--- config.mk ---
export PLATFORM = sky130hd
export DESIGN_NAME = gdr_ram
export DESIGN_NICKNAME = d
export VERILOG_FILES = /design/src/sv/gdr_ram.sv
export SDC_FILE = /design/constraint.sdc
export NUM_CORES = 2
export LEC_CHECK = 0
export BUFFER_PORTS_ARGS = -buffer_cell sky130_fd_sc_hd__buf_2
export CAP_MARGIN = 20
export CORE_MARGIN = 1.5
export CORE_UTILIZATION = 50
export DETAILED_ROUTE_END_ITERATION = 6
export GPL_TIMING_DRIVEN = 1
export PLACE_DENSITY = 0.63
export SYNTH_ARGS = -nofsm -noshare
export SYNTH_HDL_FRONTEND = slang
export SYNTH_SLANG_ARGS = --single-unit
--- constraint.sdc ---
create_clock -name clk_i -period 4.53 [get_ports clk_i]
set_input_delay 0.906 -clock clk_i [delete_from_list [all_inputs] [get_ports clk_i]]
set_output_delay 0.906 -clock clk_i [all_outputs]
set_load 0.02 [all_outputs]
--- src/sv/gdr_ram.sv ---
// ----------------------------------------------------------------------------
// gdr_ram
// Generic single write port, single read port RAM with registered read data.
// ----------------------------------------------------------------------------
`default_nettype none

module gdr_ram #(
  parameter int WIDTH = 32,
  parameter int DEPTH = 64
) (
  input  wire                       clk_i,
  input  wire                       we_i,
  input  wire [$clog2(DEPTH)-1:0]   waddr_i,
  input  wire [WIDTH-1:0]           wdata_i,
  input  wire [$clog2(DEPTH)-1:0]   raddr_i,
  output logic [WIDTH-1:0]          rdata_o
);

  logic [WIDTH-1:0] mem_q [DEPTH];

  // Write and registered read
  always_ff @(posedge clk_i) begin
    if (we_i) begin
      mem_q[waddr_i] <= wdata_i;
    end
    rdata_o <= mem_q[raddr_i];
  end

endmodule

`default_nettype wire

Word level (Yosys, flattened, before mapping)
Memories as Yosys holds them, arrays and structs flattened. A register that Yosys moved wholly into a read port is not among the register bits.
Cells that the tools add are included.

cells by class
  mux-type cells = 2

operators with widths
  cell     count
  $mux W1  2

storage, ports and cells
  memories = 1
  RAM bits = 2048
  input port bits = 46
  logic and storage cells = 3
  flip-flop bits (word level) = 0
  output and inout bits = 32

memory list
  name   depth  width  read ports  clocked after Yosys merged registers in  wr ports  RTL line  source
  mem_q  64     32     1           1                                        1         19        logic [WIDTH-1:0] mem_q [DEPTH];

Depth between registers and ports, before layout
  word-level depth = 2
  mapped depth = 10
  gate-level depth less buffers = 5

Least setup slack after synthesis
Ideal clock, no wire load.

  path kind = input port to flip-flop
  from = input port waddr_i[3]
  to = memory mem_q[48][0] (enable)
  cell stages on the path = 4
  path buffers = 1
  arrival = 3605 ps
  path slack = 464 ps
  library setup time = 461 ps
  data required time = 4069 ps
  cells stage by stage = clkbuf_1 nor2b_1 nand4b_1 nor3_1

RTL lines
  what                RTL line  source
  start: declaration  13        input wire [$clog2(DEPTH)-1:0] waddr_i,
  end: declaration    19

Straight into the memory's write port.

==> impl_metrics.json <==
{
  "synth.yosys.seq_area_share_pct": 79.1,
  "dieArea_um2": 159000,
  "via_per_inst": 6.35,
  "postSynthCellCount": 3324,
  "synth_simple_gate_area_share_pct": 1.27,
  "placementRows": 145,
  "relative_contribution_of_the_clock_network_to_total_power_pct": 42.1,
  "worstPathRequired_ns": 5.20,
  "drtIter0Drc": 4395,
  "worstSkewPairLatency_ns": 0.84,
  "synth.avg_cell_area_um2": 23.6,
  "layout.nets": 3660,
  "clockRootBuffer": "clkbuf_16",
  "cp-start-kind": "primary input",
  "timing_worst_setup_path_type": "primary input to register",
  "grt_start_max_net_pins": 82,
  "cts_tree": "done",
  "power_density_over_the_cells_nw_per_um2": 450,
  "finalHoldWorstSlack_ns": 0.397,
  "sequentialPowerShare_pct": 52.9,
  "core_region_area_um2": 156000,
  "number_of_synthesized_flops_with_an_enable_pin": 2048,
  "unrepaired_setup_endpoints_after_global_routing": "no",
  "setup.worst_path.end_class": "register",
  "utilization_pct": 57.6,
  "final_min_period_over_clock_period_pct": 68.5,
  "dr_total_vias": 37100,
  "ys_dominant_reg_cell": "edfxtp_1",
  "global_route.usage.total_pct": 25.0,
  "final_layout_size_suffix_gt1_share_pct": 31.4,
  "sw_frac_of_total_pct": 20.8,
  "period_needed_ns": 3.10,
  "slew_violations": 0,
  "grt_overflow": 0,
  "grt_pass1_wl_mm": 279,
  "crit_path_start": "raddr_i[0]",
  "die_width_um": 399,
  "hold_path.class": "primary input to register",
  "routed_wl_mm": 196,
  "wl_per_cell_um": 33.6,
  "tritoncts_num_sinks": 2080,
  "multi_input_comb_area_um2": 16000,
  "design.portCount": 78,
  "run_status": "finished, final reports clean",
  "cts_made_buffers": 202,
  "p_comb_share_pct": 5.0,
  "synth_xor_area_share_pct": 0,
  "fin_tns_setup_ns": 0,
  "hold_viol": 0,
  "worstPathArrival_ns": 3.77,
  "fillCellCount": 11100,
  "placement.io_buffers": 77,
  "cts_max_path_buffers": 3,
  "timing.fmax_ghz": 0.322,
  "timing.hold.worst.start": "wdata_i[3]",
  "post-cts-setup-buffers": 0,
  "drt_first_pass_iters": 5,
  "internal_power_mw": 32.0,
  "cts_resized": 0,
  "dominant_combinational_cell_family_by_area_after_synthesis": "multiplexers",
  "drc": 0,
  "sequential_cell_area_um2": 62100,
  "synth.ff_latch_count": 2080,
  "hold_buffers": 0,
  "antenna_found_initial": 14,
  "clk_pin_slew_ns": 0.06,
  "crit_fanout": 44,
  "number_of_levels_the_h_tree_was_split_into": 4,
  "pre_cts_slack_ns": 0.481,
  "ys_types": 34,
  "p_leak_nw": 28.2,
  "first_global_vias": 38000,
  "synth.cell_area_um2": 78500,
  "maxCapViolCount": 0,
  "muxShareOfSynthArea_pct": 16.8,
  "routabilityCongestion": 0.804,
  "route.antenna.remaining_nets": 0,
  "synth_nets": 3370,
  "initial_core_util_pct": 50.3,
  "final.setup_skew_ns": 0.0390,
  "timing.rr.start": "mem_q[43][14]",
  "tightest_slew_ns": 1.13,
  "post-route-worst-setup-slack_ns": 1.43,
  "synthToLayoutAreaGrowth_pct": 14.4,
  "power.switching_mw": 8.41,
  "ir_worst_vdd_mv": 0.477,
  "timing.final.setup_violations": 0,
  "synth_async_sr_flop_share_pct": 0,
  "yosys.area_share.adder_pct": 0,
  "die_h_um": 399,
  "count_of_yosys_warnings_during_synthesis": 0,
  "synth-compound-area-share_pct": 1.67,
  "post-dp-hpwl_mm": 110,
  "maxSlewHeadroom_pct": 25.0
}
power by group through the flow:
stage / Clock (mW) / Combinational [mW] / Sequential [mW]
finish: 17.0 / 2.00 / 21.4
global route: 18.0 / 2.11 / 21.4
CTS: 17.2 / 1.97 / 21.4
detailed placement: 0 / 1.97 / 21.8
global placement: 0 / 1.93 / 21.8
floorplan: 0 / 1.04 / 21.8
Yosys cell counts, types with 2 or more instances:
cell	n	area share, %
o32ai_1	4	0.045
nor2_1	137	0.65
mux2i_1	93	1.2
buf_2	57	0.36
o22ai_1	84	0.67
nand2_1	26	0.12
nand2b_1	8	0.064
nand3b_1	5	0.048
and3_1	4	0.032
nor3_1	7	0.045
a21oi_1	62	0.40
edfxtp_1	2048	78
and2_1	2	0.016
dfxtp_1	32	0.82
a311oi_1	8	0.089
o221ai_1	27	0.30
a41o_1	4	0.051
mux4_2	544	16
or3_1	3	0.024
buf_4	25	0.24
nand4_1	2	0.016
buf_6	5	0.072
buf_1	21	0.10
clkbuf_1	74	0.35
or3b_2	3	0.033
nand3_1	5	0.032
nor2b_1	15	0.12
a22oi_1	12	0.11
or3b_1	2	0.022
layer usage:
metal / vias to the layer above / GRT usage, % / wire length [µm] / part of all wire, %
met4: 20 / 7.01 / 5090 / 2.6
met1: 20100 / 35.9 / 78700 / 40
li1: 14900 / - / - / -
met2: 1793 / 39.8 / 95300 / 49
met3: 289 / 4.57 / 16900 / 8.6
met5: - / 0 / 115 / 0.059
registers in the layout, summed over array words and instances (netlist names):
signal	count
mem_q	2048
rdata_o	32
per-stage QoR:
step                      instance area, µm²  std cells  power [mW]
final                                  89800       5845        40.4
after global placement                 82600       5445        23.7
after global routing                   89800       5841        41.5
after detailed placement               82600       5445        23.8
after CTS                              89400       5818        40.6
after floorplan                        78500       3324        22.8
critical path: stages:
cell     delay [ns]
buf_8          0.28
buf_12         0.35
buf_4          0.30
mux4_2         0.52
mux4_2         0.47
o22ai_1        0.63
nor2_1         0.21
path summary, 6_finish.rpt:
path                            slack, ns  cells after the start     endpoint
worst max-delay path                 1.43                      7  rdata_o[14]
worst min-delay path                 0.40                      1  mem_q[7][3]
worst max register to register       2.13                      4  rdata_o[14]
worst min register to register       0.84                      4  rdata_o[20]
cell families after synthesis:
logic type	after synthesis
buf+inv	182
mux	637
flops	2080
compound gates	202
simple gates	223
placed cells by master, fill, tap and decap left out, drive strengths merged, types with 5 or more instances in the layout:
master / synthesis / routed
clkbuf: 74 / 253
o221ai: 27 / 27
a21oi: 62 / 62
bufinv: 0 / 23
mux4: 544 / 544
buf: 108 / 268
clkinv: 0 / 84
clkinvlp: 0 / 7
a22oi: 12 / 12
or3b: 5 / 5
nor3: 7 / 7
nor2: 137 / 137
nand3: 5 / 5
mux2i: 93 / 93
dfxtp: 32 / 32
a311oi: 8 / 8
edfxtp: 2048 / 2048
nand2: 26 / 26
o22ai: 84 / 84
nand2b: 8 / 8
nor2b: 15 / 15
nand3b: 5 / 5
inv: 0 / 6
layout make-up:
cell class	instances	area share (%)
Multi-Input combinational cell	1062	17.8
Clock inverter	120	1.37
Sequential cell	2080	69.2
Antenna cell	4	0.0111
Clock buffer	253	6.14
Timing Repair Buffer	268	2.68
Tap cell	2058	2.87
No activity file was read; power rests on OpenSTA's default activity.
