**src/sv/gdr_pkg.sv**
```systemverilog
// ----------------------------------------------------------------------------
// gdr_pkg
// Shared codes, fixed-point constants and helpers for the gated delta rule
// recurrence block.
// ----------------------------------------------------------------------------
`default_nettype none

package gdr_pkg;

  // Request operation codes
  localparam logic [1:0] OP_WRITE = 2'd0;
  localparam logic [1:0] OP_TOKEN = 2'd1;
  localparam logic [1:0] OP_READ  = 2'd2;

  // Result kinds
  localparam logic KIND_ATTN = 1'b0;
  localparam logic KIND_READ = 1'b1;

  // Configuration register indexes
  localparam logic [1:0] CFG_PER_ROW  = 2'd0;
  localparam logic [1:0] CFG_BETA_SIG = 2'd1;
  localparam logic [1:0] CFG_SCALE    = 2'd2;

  localparam logic [16:0] SCALE_RESET = 17'd8192;

  // Exp approximation constants, 30 fractional bits
  localparam logic signed [33:0] LOG2E_Q30 = 34'sd1549082005;
  localparam logic signed [33:0] EXP_C1    = 34'sd704911507;
  localparam logic signed [33:0] EXP_C2    = 34'sd368830317;
  localparam logic [31:0]        ONE_Q30   = 32'd1073741824;

  localparam logic signed [63:0] SAT_MAX = 64'sh0000_0000_7FFF_FFFF;
  localparam logic signed [63:0] SAT_MIN = 64'shFFFF_FFFF_8000_0000;

  // Divider status seen by the sequencer
  typedef struct packed {
    logic busy;
    logic done;
  } div_stat_t;

  // Clamp a wide signed value to 32 bits
  function automatic logic signed [31:0] sat32(input logic signed [63:0] x);
    logic signed [31:0] r;
    if (x > SAT_MAX) begin
      r = 32'sh7FFF_FFFF;
    end else if (x < SAT_MIN) begin
      r = 32'sh8000_0000;
    end else begin
      r = 32'(x);
    end
    return r;
  endfunction

endpackage

`default_nettype wire

```
**src/sv/gdr_div.sv**
```systemverilog
// ----------------------------------------------------------------------------
// gdr_div
// Restoring unsigned divider, one quotient bit per cycle.
// ----------------------------------------------------------------------------
`default_nettype none

module gdr_div
  import gdr_pkg::*;
#(
  parameter int NW = 64,
  parameter int DW = 32
) (
  input  wire              clk_i,
  input  wire              rst_ni,
  input  wire              start_i,
  input  wire [NW-1:0]     num_i,
  input  wire [DW-1:0]     den_i,
  output logic [NW-1:0]    quot_o,
  output div_stat_t        stat_o
);

  localparam int CW = $clog2(NW);

  logic          busy_q, busy_d;
  logic          done_q, done_d;
  logic [CW-1:0] cnt_q, cnt_d;
  logic [NW-1:0] num_q, num_d;
  logic [DW-1:0] rem_q, rem_d;
  logic [DW-1:0] den_q, den_d;
  logic [DW:0]   rem_sh;
  logic          ge;

  // Shift in one numerator bit, subtract when it fits
  always_comb begin
    rem_sh = {rem_q, num_q[NW-1]};
    ge     = (rem_sh >= {1'b0, den_q});
    busy_d = busy_q;
    done_d = 1'b0;
    cnt_d  = cnt_q;
    num_d  = num_q;
    rem_d  = rem_q;
    den_d  = den_q;
    if (start_i) begin
      busy_d = 1'b1;
      cnt_d  = '0;
      num_d  = num_i;
      rem_d  = '0;
      den_d  = den_i;
    end else if (busy_q) begin
      rem_d = ge ? DW'(rem_sh - {1'b0, den_q}) : DW'(rem_sh);
      num_d = {num_q[NW-2:0], ge};
      cnt_d = cnt_q + 1'b1;
      if (cnt_q == CW'(NW - 1)) begin
        busy_d = 1'b0;
        done_d = 1'b1;
      end
    end
  end

  always_ff @(posedge clk_i or negedge rst_ni) begin
    if (!rst_ni) begin
      busy_q <= 1'b0;
      done_q <= 1'b0;
      cnt_q  <= '0;
    end else begin
      busy_q <= busy_d;
      done_q <= done_d;
      cnt_q  <= cnt_d;
    end
  end

  always_ff @(posedge clk_i) begin
    num_q <= num_d;
    rem_q <= rem_d;
    den_q <= den_d;
  end

  assign quot_o      = num_q;
  assign stat_o.busy = busy_q;
  assign stat_o.done = done_q;

endmodule

`default_nettype wire

```
**config.mk**
```make
export PLATFORM = sky130hd
export DESIGN_NAME = gdr_div
export DESIGN_NICKNAME = d
export VERILOG_FILES = /design/src/sv/gdr_pkg.sv /design/src/sv/gdr_div.sv
export SDC_FILE = /design/constraint.sdc
export NUM_CORES = 1
export LEC_CHECK = 0
export BUFFER_PORTS_ARGS = -buffer_cell sky130_fd_sc_hd__buf_2
export CORE_AREA = 2 2 115 117
export CTS_CLUSTER_SIZE = 10
export DETAILED_ROUTE_END_ITERATION = 16
export DIE_AREA = 0 0 117 119
export PLACE_DENSITY = 0.89
export RECOVER_POWER = 50
export SLEW_MARGIN = 25
export SYNTH_ARGS = -nofsm -noshare
export SYNTH_HDL_FRONTEND = slang
export SYNTH_SLANG_ARGS = --single-unit
```
**constraint.sdc**
```tcl
create_clock -name clk_i -period 6.7 [get_ports clk_i]
set_input_delay 0.335 -clock clk_i [delete_from_list [all_inputs] [get_ports clk_i]]
set_output_delay 0.335 -clock clk_i [all_outputs]
set_load 0.05 [all_outputs]
```
Word level (Yosys, flattened, before mapping)
Cells that the tools add are included.

Magnitude comparators: 1. Muxes and demuxes: 11. Reduce and logical (&&, ||, !) cells: 1. $add $sub $neg: 2. Equal/unequal tests: 1.

Operators with widths (count): 64-bit 2-to-1 mux (2); 33-bit by 32-bit >= comparator with 1-bit output (1); 32-bit 2-to-1 mux (1); 32-bit subtractor (1); 6-bit 2-to-1 mux (2); 6-bit by 1-bit adder with 6-bit output (second input constant) (1); 6-bit equality test (second input constant) (1); 1-bit 2-to-1 mux (6); 2-bit nonzero test (1).

Flip-flop bits (word level): 136. Output and inout port bits: 66.

Logic depth before layout (Yosys ltp)
Word-level depth: 4. Depth in mapped cells: 14.

Least setup slack after synthesis
Ideal clock, no wire load.

Path type: flip-flop to flip-flop. From: reg num_q[63] (netlist: quot_o[63]). To: reg rem_q[10]. Setup time: 91 ps. Clock period less this slack: 2924 ps. Arrival: 2833 ps. Path slack: 3776 ps. Cell stages (with the launch flop): 13. Cells stage by stage: edfxtp_1 > inv_1 > ha_1 > inv_1 > a21oi_1 > o21a_1 > o311ai_2 > a221o_2 > nand4_4 > and2_4 > buf_6 > or3b_1 > a311oi_1.

Cells in the longest elaborated chain, start to end: 2. Elaborated cells between the ends (all ways): 3.

RTL lines: from (decl) (RTL line gdr_div.sv:27) `logic [NW-1:0] num_q, num_d;`; from (signal assigned) (RTL line gdr_div.sv:73) `num_q <= num_d;`; 32-bit subtractor or 33-bit by 32-bit >= comparator with 1-bit output (tied branches) (RTL line gdr_div.sv:50, gdr_div.sv:36); 32-bit 2-to-1 mux (*) (RTL line gdr_div.sv:50) `rem_d = ge ? DW'(rem_sh - {1'b0, den_q}) : DW'(rem_sh);`; to (signal assigned) (RTL line gdr_div.sv:74) `rem_q <= rem_d;`; to (decl) (RTL line gdr_div.sv:28) `logic [DW-1:0] rem_q, rem_d;`.

Every way passes the cells marked *; elsewhere a longest branch is shown, timed or not. A chain may end at the register's enable or synchronous reset.

Final worst setup path
From: in start_i. To: reg num_q[8] (netlist: quot_o[8]) (data pin).

Cells in the longest elaborated chain, start to end: 1.

RTL lines: from (decl) (RTL line gdr_div.sv:15) `input wire start_i,`; 64-bit 2-to-1 mux (RTL line gdr_div.sv:43) `if (start_i) begin`; net num_d[8] (RTL line gdr_div.sv:27).

The timed path passes the listed nets, and every way through them passes these cells.

==> results.md <==
- The run finished, with violations left.
- The checks that failed: capacitance limit, slew limit.
- The number of cells on the worst reg-to-reg path is 11.
- The worst hold path stage count is 1.
- In the finished design, the share of the clock period the worst path needs comes to 0.660.
- The footprint of the multi-input gates is 3320 um^2.
- In the post-route analysis, the smallest setup slack over all paths is 2.28 ns.
- The total count of hold-check failures in the final report is 0.
- The routed design has 17000 um of wire.
- The initial antenna violation count is 1.
- The final standard cell utilization of the core is 0.683.
- The internal cell power is 0.00209 W.
- The final setup skew is 0.00965 ns.
- The total via count after detailed routing is 5645.
- The die width is 117 um.
- The proportion of synthesized flip-flops having asynchronous set or reset is 0.0588.
- After routing the design area is 8790 um^2.
- After global routing the overflow that remains totals 0.
- The maximum resistive drop on vdd is 238 uV.
- The library cells used most frequently in the layout, excluding fill and tap cells, are edfxtp_1 (96), buf_2 (96), clkbuf_1 (69), mux2_2 (64), nor2_1 (51).
- The maximum number of buffers from clock root to sink is 2.
- At the pin with the least slew margin, the transition time is 3.01 ns.
- For the worst setup path, the data arrival time is 4.58 ns.
- For this configuration, the core starts out at a cell density of 0.572.
- For this run, design rule violations remaining after detail routing come to 0.
- The static leakage is 3.72 nW.
- Synthesis handed over a netlist of 662 instances.
- In this run the critical register-to-register path is launched from den_q[8]$_DFFE_PP_.
- Setup violations remaining at the end of the flow were counted as 0.
- Entering global routing, the biggest net connects 82 pins.
- The antenna diode count is 0.
- Relative to the synthesized area, the layout overhead comes to 19.3%.
- The floorplan has 42 rows.
- The minimum period implied by the final worst setup slack is 4.42 ns.
- The total half-perimeter wirelength after legalization and detailed placement is 11900 um.
- The register bit total from synthesis is 136.
- In this run the worst path has a maximum fanout of 81.
- The number of flops mapped to enable cells by yosys is 96.
- The standard cell core area is 12900 um^2.
- The final layout net count is 945.
- The netlist area before placement is 7360 um^2.
- The number of synthesis warnings is 0.
- The achievable clock frequency is 226 MHz.
- For this run, the register share of the synthesized area comes to 0.506.
- The number of maximum-capacitance violations is 2.
- The first detailed-routing pass took 5 iterations.
- Once detail routing completed, the nets flagged for antenna violations numbered 0.
- Dividing total power by cell area gives a power density of 374 nW/um^2.
- The H-tree depth is 4.
- The TritonCTS clock tree is done.
- STA classifies the critical path startpoint as an input pin.
- The startpoint of the most critical setup path is start_i.
- The most used flip-flop cell after synthesis is edfxtp_1.
- The synthesized netlist contains 62 unique library cells.
- The path class of the tightest hold or removal check is input pin to flip-flop.
- 165 I/O pins were placed.
- The share of total power dissipated in sequential elements is 0.344.
- Registers take 3720 um^2.
- The proportion of power drawn by the clock network is 0.293.
- Of the total power, the share spent switching nets is 0.365.
- The number of pins with negative max-slew slack in the final report is 144.
- For the final routed database, the setup TNS stands at 0 ns.
- The share of post-route cells with drive strength above 1 is 0.252.
- Measured against its own limit, the worst slew margin works out to -1.01.
- At the placement stage, the worst setup path has a slack of 3.43 ns.
- After detailed routing, the number of vias per cell comes to 5.64.
- The placer congestion estimate is 0.894.
- Buffers placed on the I/O ports in this run total 164.
- Setup repair after global routing left no endpoint under its margin.
- Fill cells in the final layout number 975.
- The detailed router finished its first iteration with 417 violations.
- The first global-routing pass estimated 27100 um of wire.
- The TritonCTS buffer count is 17.
- After detailed routing, the average wire length per cell comes to 17.0 um.
- The vertical die dimension is 119 um.
- The average instance in the mapped netlist occupies 11.1 um^2.
- The clock transition at the registers of the reported paths is 0.06 ns.
- The setup path with the least slack is of type input pin to flip-flop.
- STA puts the critical path data required time at 6.86 ns.
- The hold path startpoint is den_i[9].
- After detailed placement, the total cell area comes to 8270 um^2.
- The cell at the root of the clock tree is clkbuf_16.
- The worst setup path is captured at a flip-flop.
- The net count after synthesis is 795.
- The total routing resource utilization after global routing is 0.254.
- Of the total power, combinational logic draws 0.362.
- The area of the die is 13900 um^2.
- The TritonCTS sink count is 136.
- The clock reaches the later pin of the worst-skew pair after 0.42 ns.
- The via count of the first global-routing pass is 5563.
- In this run the power spent charging and discharging nets is 0.00120 W.
synthesized netlist by cell type, types with 3 or more instances:
library cell / instances / area (um^2)
and3_1: 6 / 37.5
and2_1: 7 / 43.8
edfxtp_1: 96 / 2880
a21o_1: 17 / 128
dfxtp_1: 32 / 641
nand3_1: 12 / 60.1
inv_1: 41 / 154
a21oi_1: 36 / 180
buf_1: 6 / 22.5
o21bai_1: 3 / 22.5
nand4_1: 6 / 37.5
nand2_1: 45 / 169
o22ai_1: 4 / 25.0
a211oi_1: 16 / 120
nor4_1: 4 / 25.0
xor2_1: 16 / 140
o211ai_1: 3 / 22.5
a311oi_1: 11 / 96.3
buf_2: 8 / 40.0
mux2_2: 64 / 721
or3_1: 3 / 18.8
a31oi_1: 7 / 43.8
o21ai_0: 15 / 75.1
xnor2_1: 15 / 131
a21boi_0: 3 / 22.5
clkbuf_1: 20 / 75.1
o31ai_1: 4 / 30.0
ha_1: 33 / 413
nor3b_1: 6 / 45.0
nor2b_1: 3 / 18.8
nor2_1: 51 / 191
nand2b_1: 6 / 37.5
o21a_1: 5 / 37.5
nor3_1: 8 / 40.0
dfrtp_1: 8 / 200
mux2i_1: 11 / 110
sequential cells by signal, indices dropped and copies added, names as in the netlist:
register,cells
busy_q,1
done_q,1
quot_o,64
cnt_q,6
den_q,32
rem_q,32
layer usage:
metal	vias to the layer above	global-route usage	wire, um
met2	217	0.422	8520
met3	30	0.0809	1310
met5	-	0	13
met4	2	0.0904	348
met1	2661	0.310	6850
li1	2735	-	-
through the flow:
stage | std cells | hold slack (ns) | total power [W]
5_1_grt | 1001 | 0.0711 | 0.00347
2_1_floorplan | 662 | 0.0394 | 0.00208
6_report | 1001 | 0.0883 | 0.00329
3_3_place_gp | 968 | 0.183 | 0.00231
3_5_place_dp | 968 | 0.188 | 0.00233
4_1_cts | 1001 | 0.0681 | 0.00331
worst max-delay path, cell delays in order:
cell      delay [ns]
clkbuf_1        2.08
clkbuf_2        1.66
mux2_2          0.46
kinds of logic (layout without fill, tap and decap cells):
kind of cell,Yosys count,in the layout,synth area share
xor+xnor,31,31,0.0369
mux,75,75,0.113
fa+ha+maj,34,34,0.0588
buf+inv,78,241,0.0432
simple gates,169,169,0.113
compound gates,139,139,0.129
flops,136,136,0.506
worst paths after layout:
kind / endpoint / slack [ns]
hold / removal: den_q[9]$_DFFE_PP_ / 0.09
hold reg to reg: rem_q[10]$_SDFFE_PP0P_ / 0.50
setup / recovery: quot_o[8]$_DFFE_PP_ / 2.28
setup reg to reg: rem_q[22]$_SDFFE_PP0P_ / 3.37
min in group asynchronous: cnt_q[3]$_DFFE_PN0P_ / 0.37
max in group asynchronous: busy_q$_DFF_PN0_ / 6.01
power by group through the flow:
| stage | Clock [W] | Sequential, W | Combinational (W) |
|---|---|---|---|
| after floorplan | 0 | 0.00128 | 0.000801 |
| after global placement | 0 | 0.00114 | 0.00117 |
| after detailed placement | 0 | 0.00114 | 0.00118 |
| after CTS | 0.000980 | 0.00113 | 0.00120 |
| after global routing | 0.00101 | 0.00115 | 0.00131 |
| final | 0.000965 | 0.00113 | 0.00119 |
repair_timing:
item / in CTS / in global routing
gates resized for setup: 0 / 0
endpoints found under the hold margin: 8 / 0
hold buffers: 1 / 0
buffers inserted: 0 / 0
area by class of cell:
| cell class | instances | area share |
|---|---|---|
| Clock buffer | 18 | 0.0488 |
| Clock inverter | 14 | 0.0195 |
| Inverter | 41 | 0.0175 |
| Multi-Input combinational cell | 448 | 0.378 |
| Sequential cell | 136 | 0.424 |
| Tap cell | 176 | 0.0251 |
| Timing Repair Buffer | 168 | 0.0871 |
No activity file was read; power rests on OpenSTA's default activity.
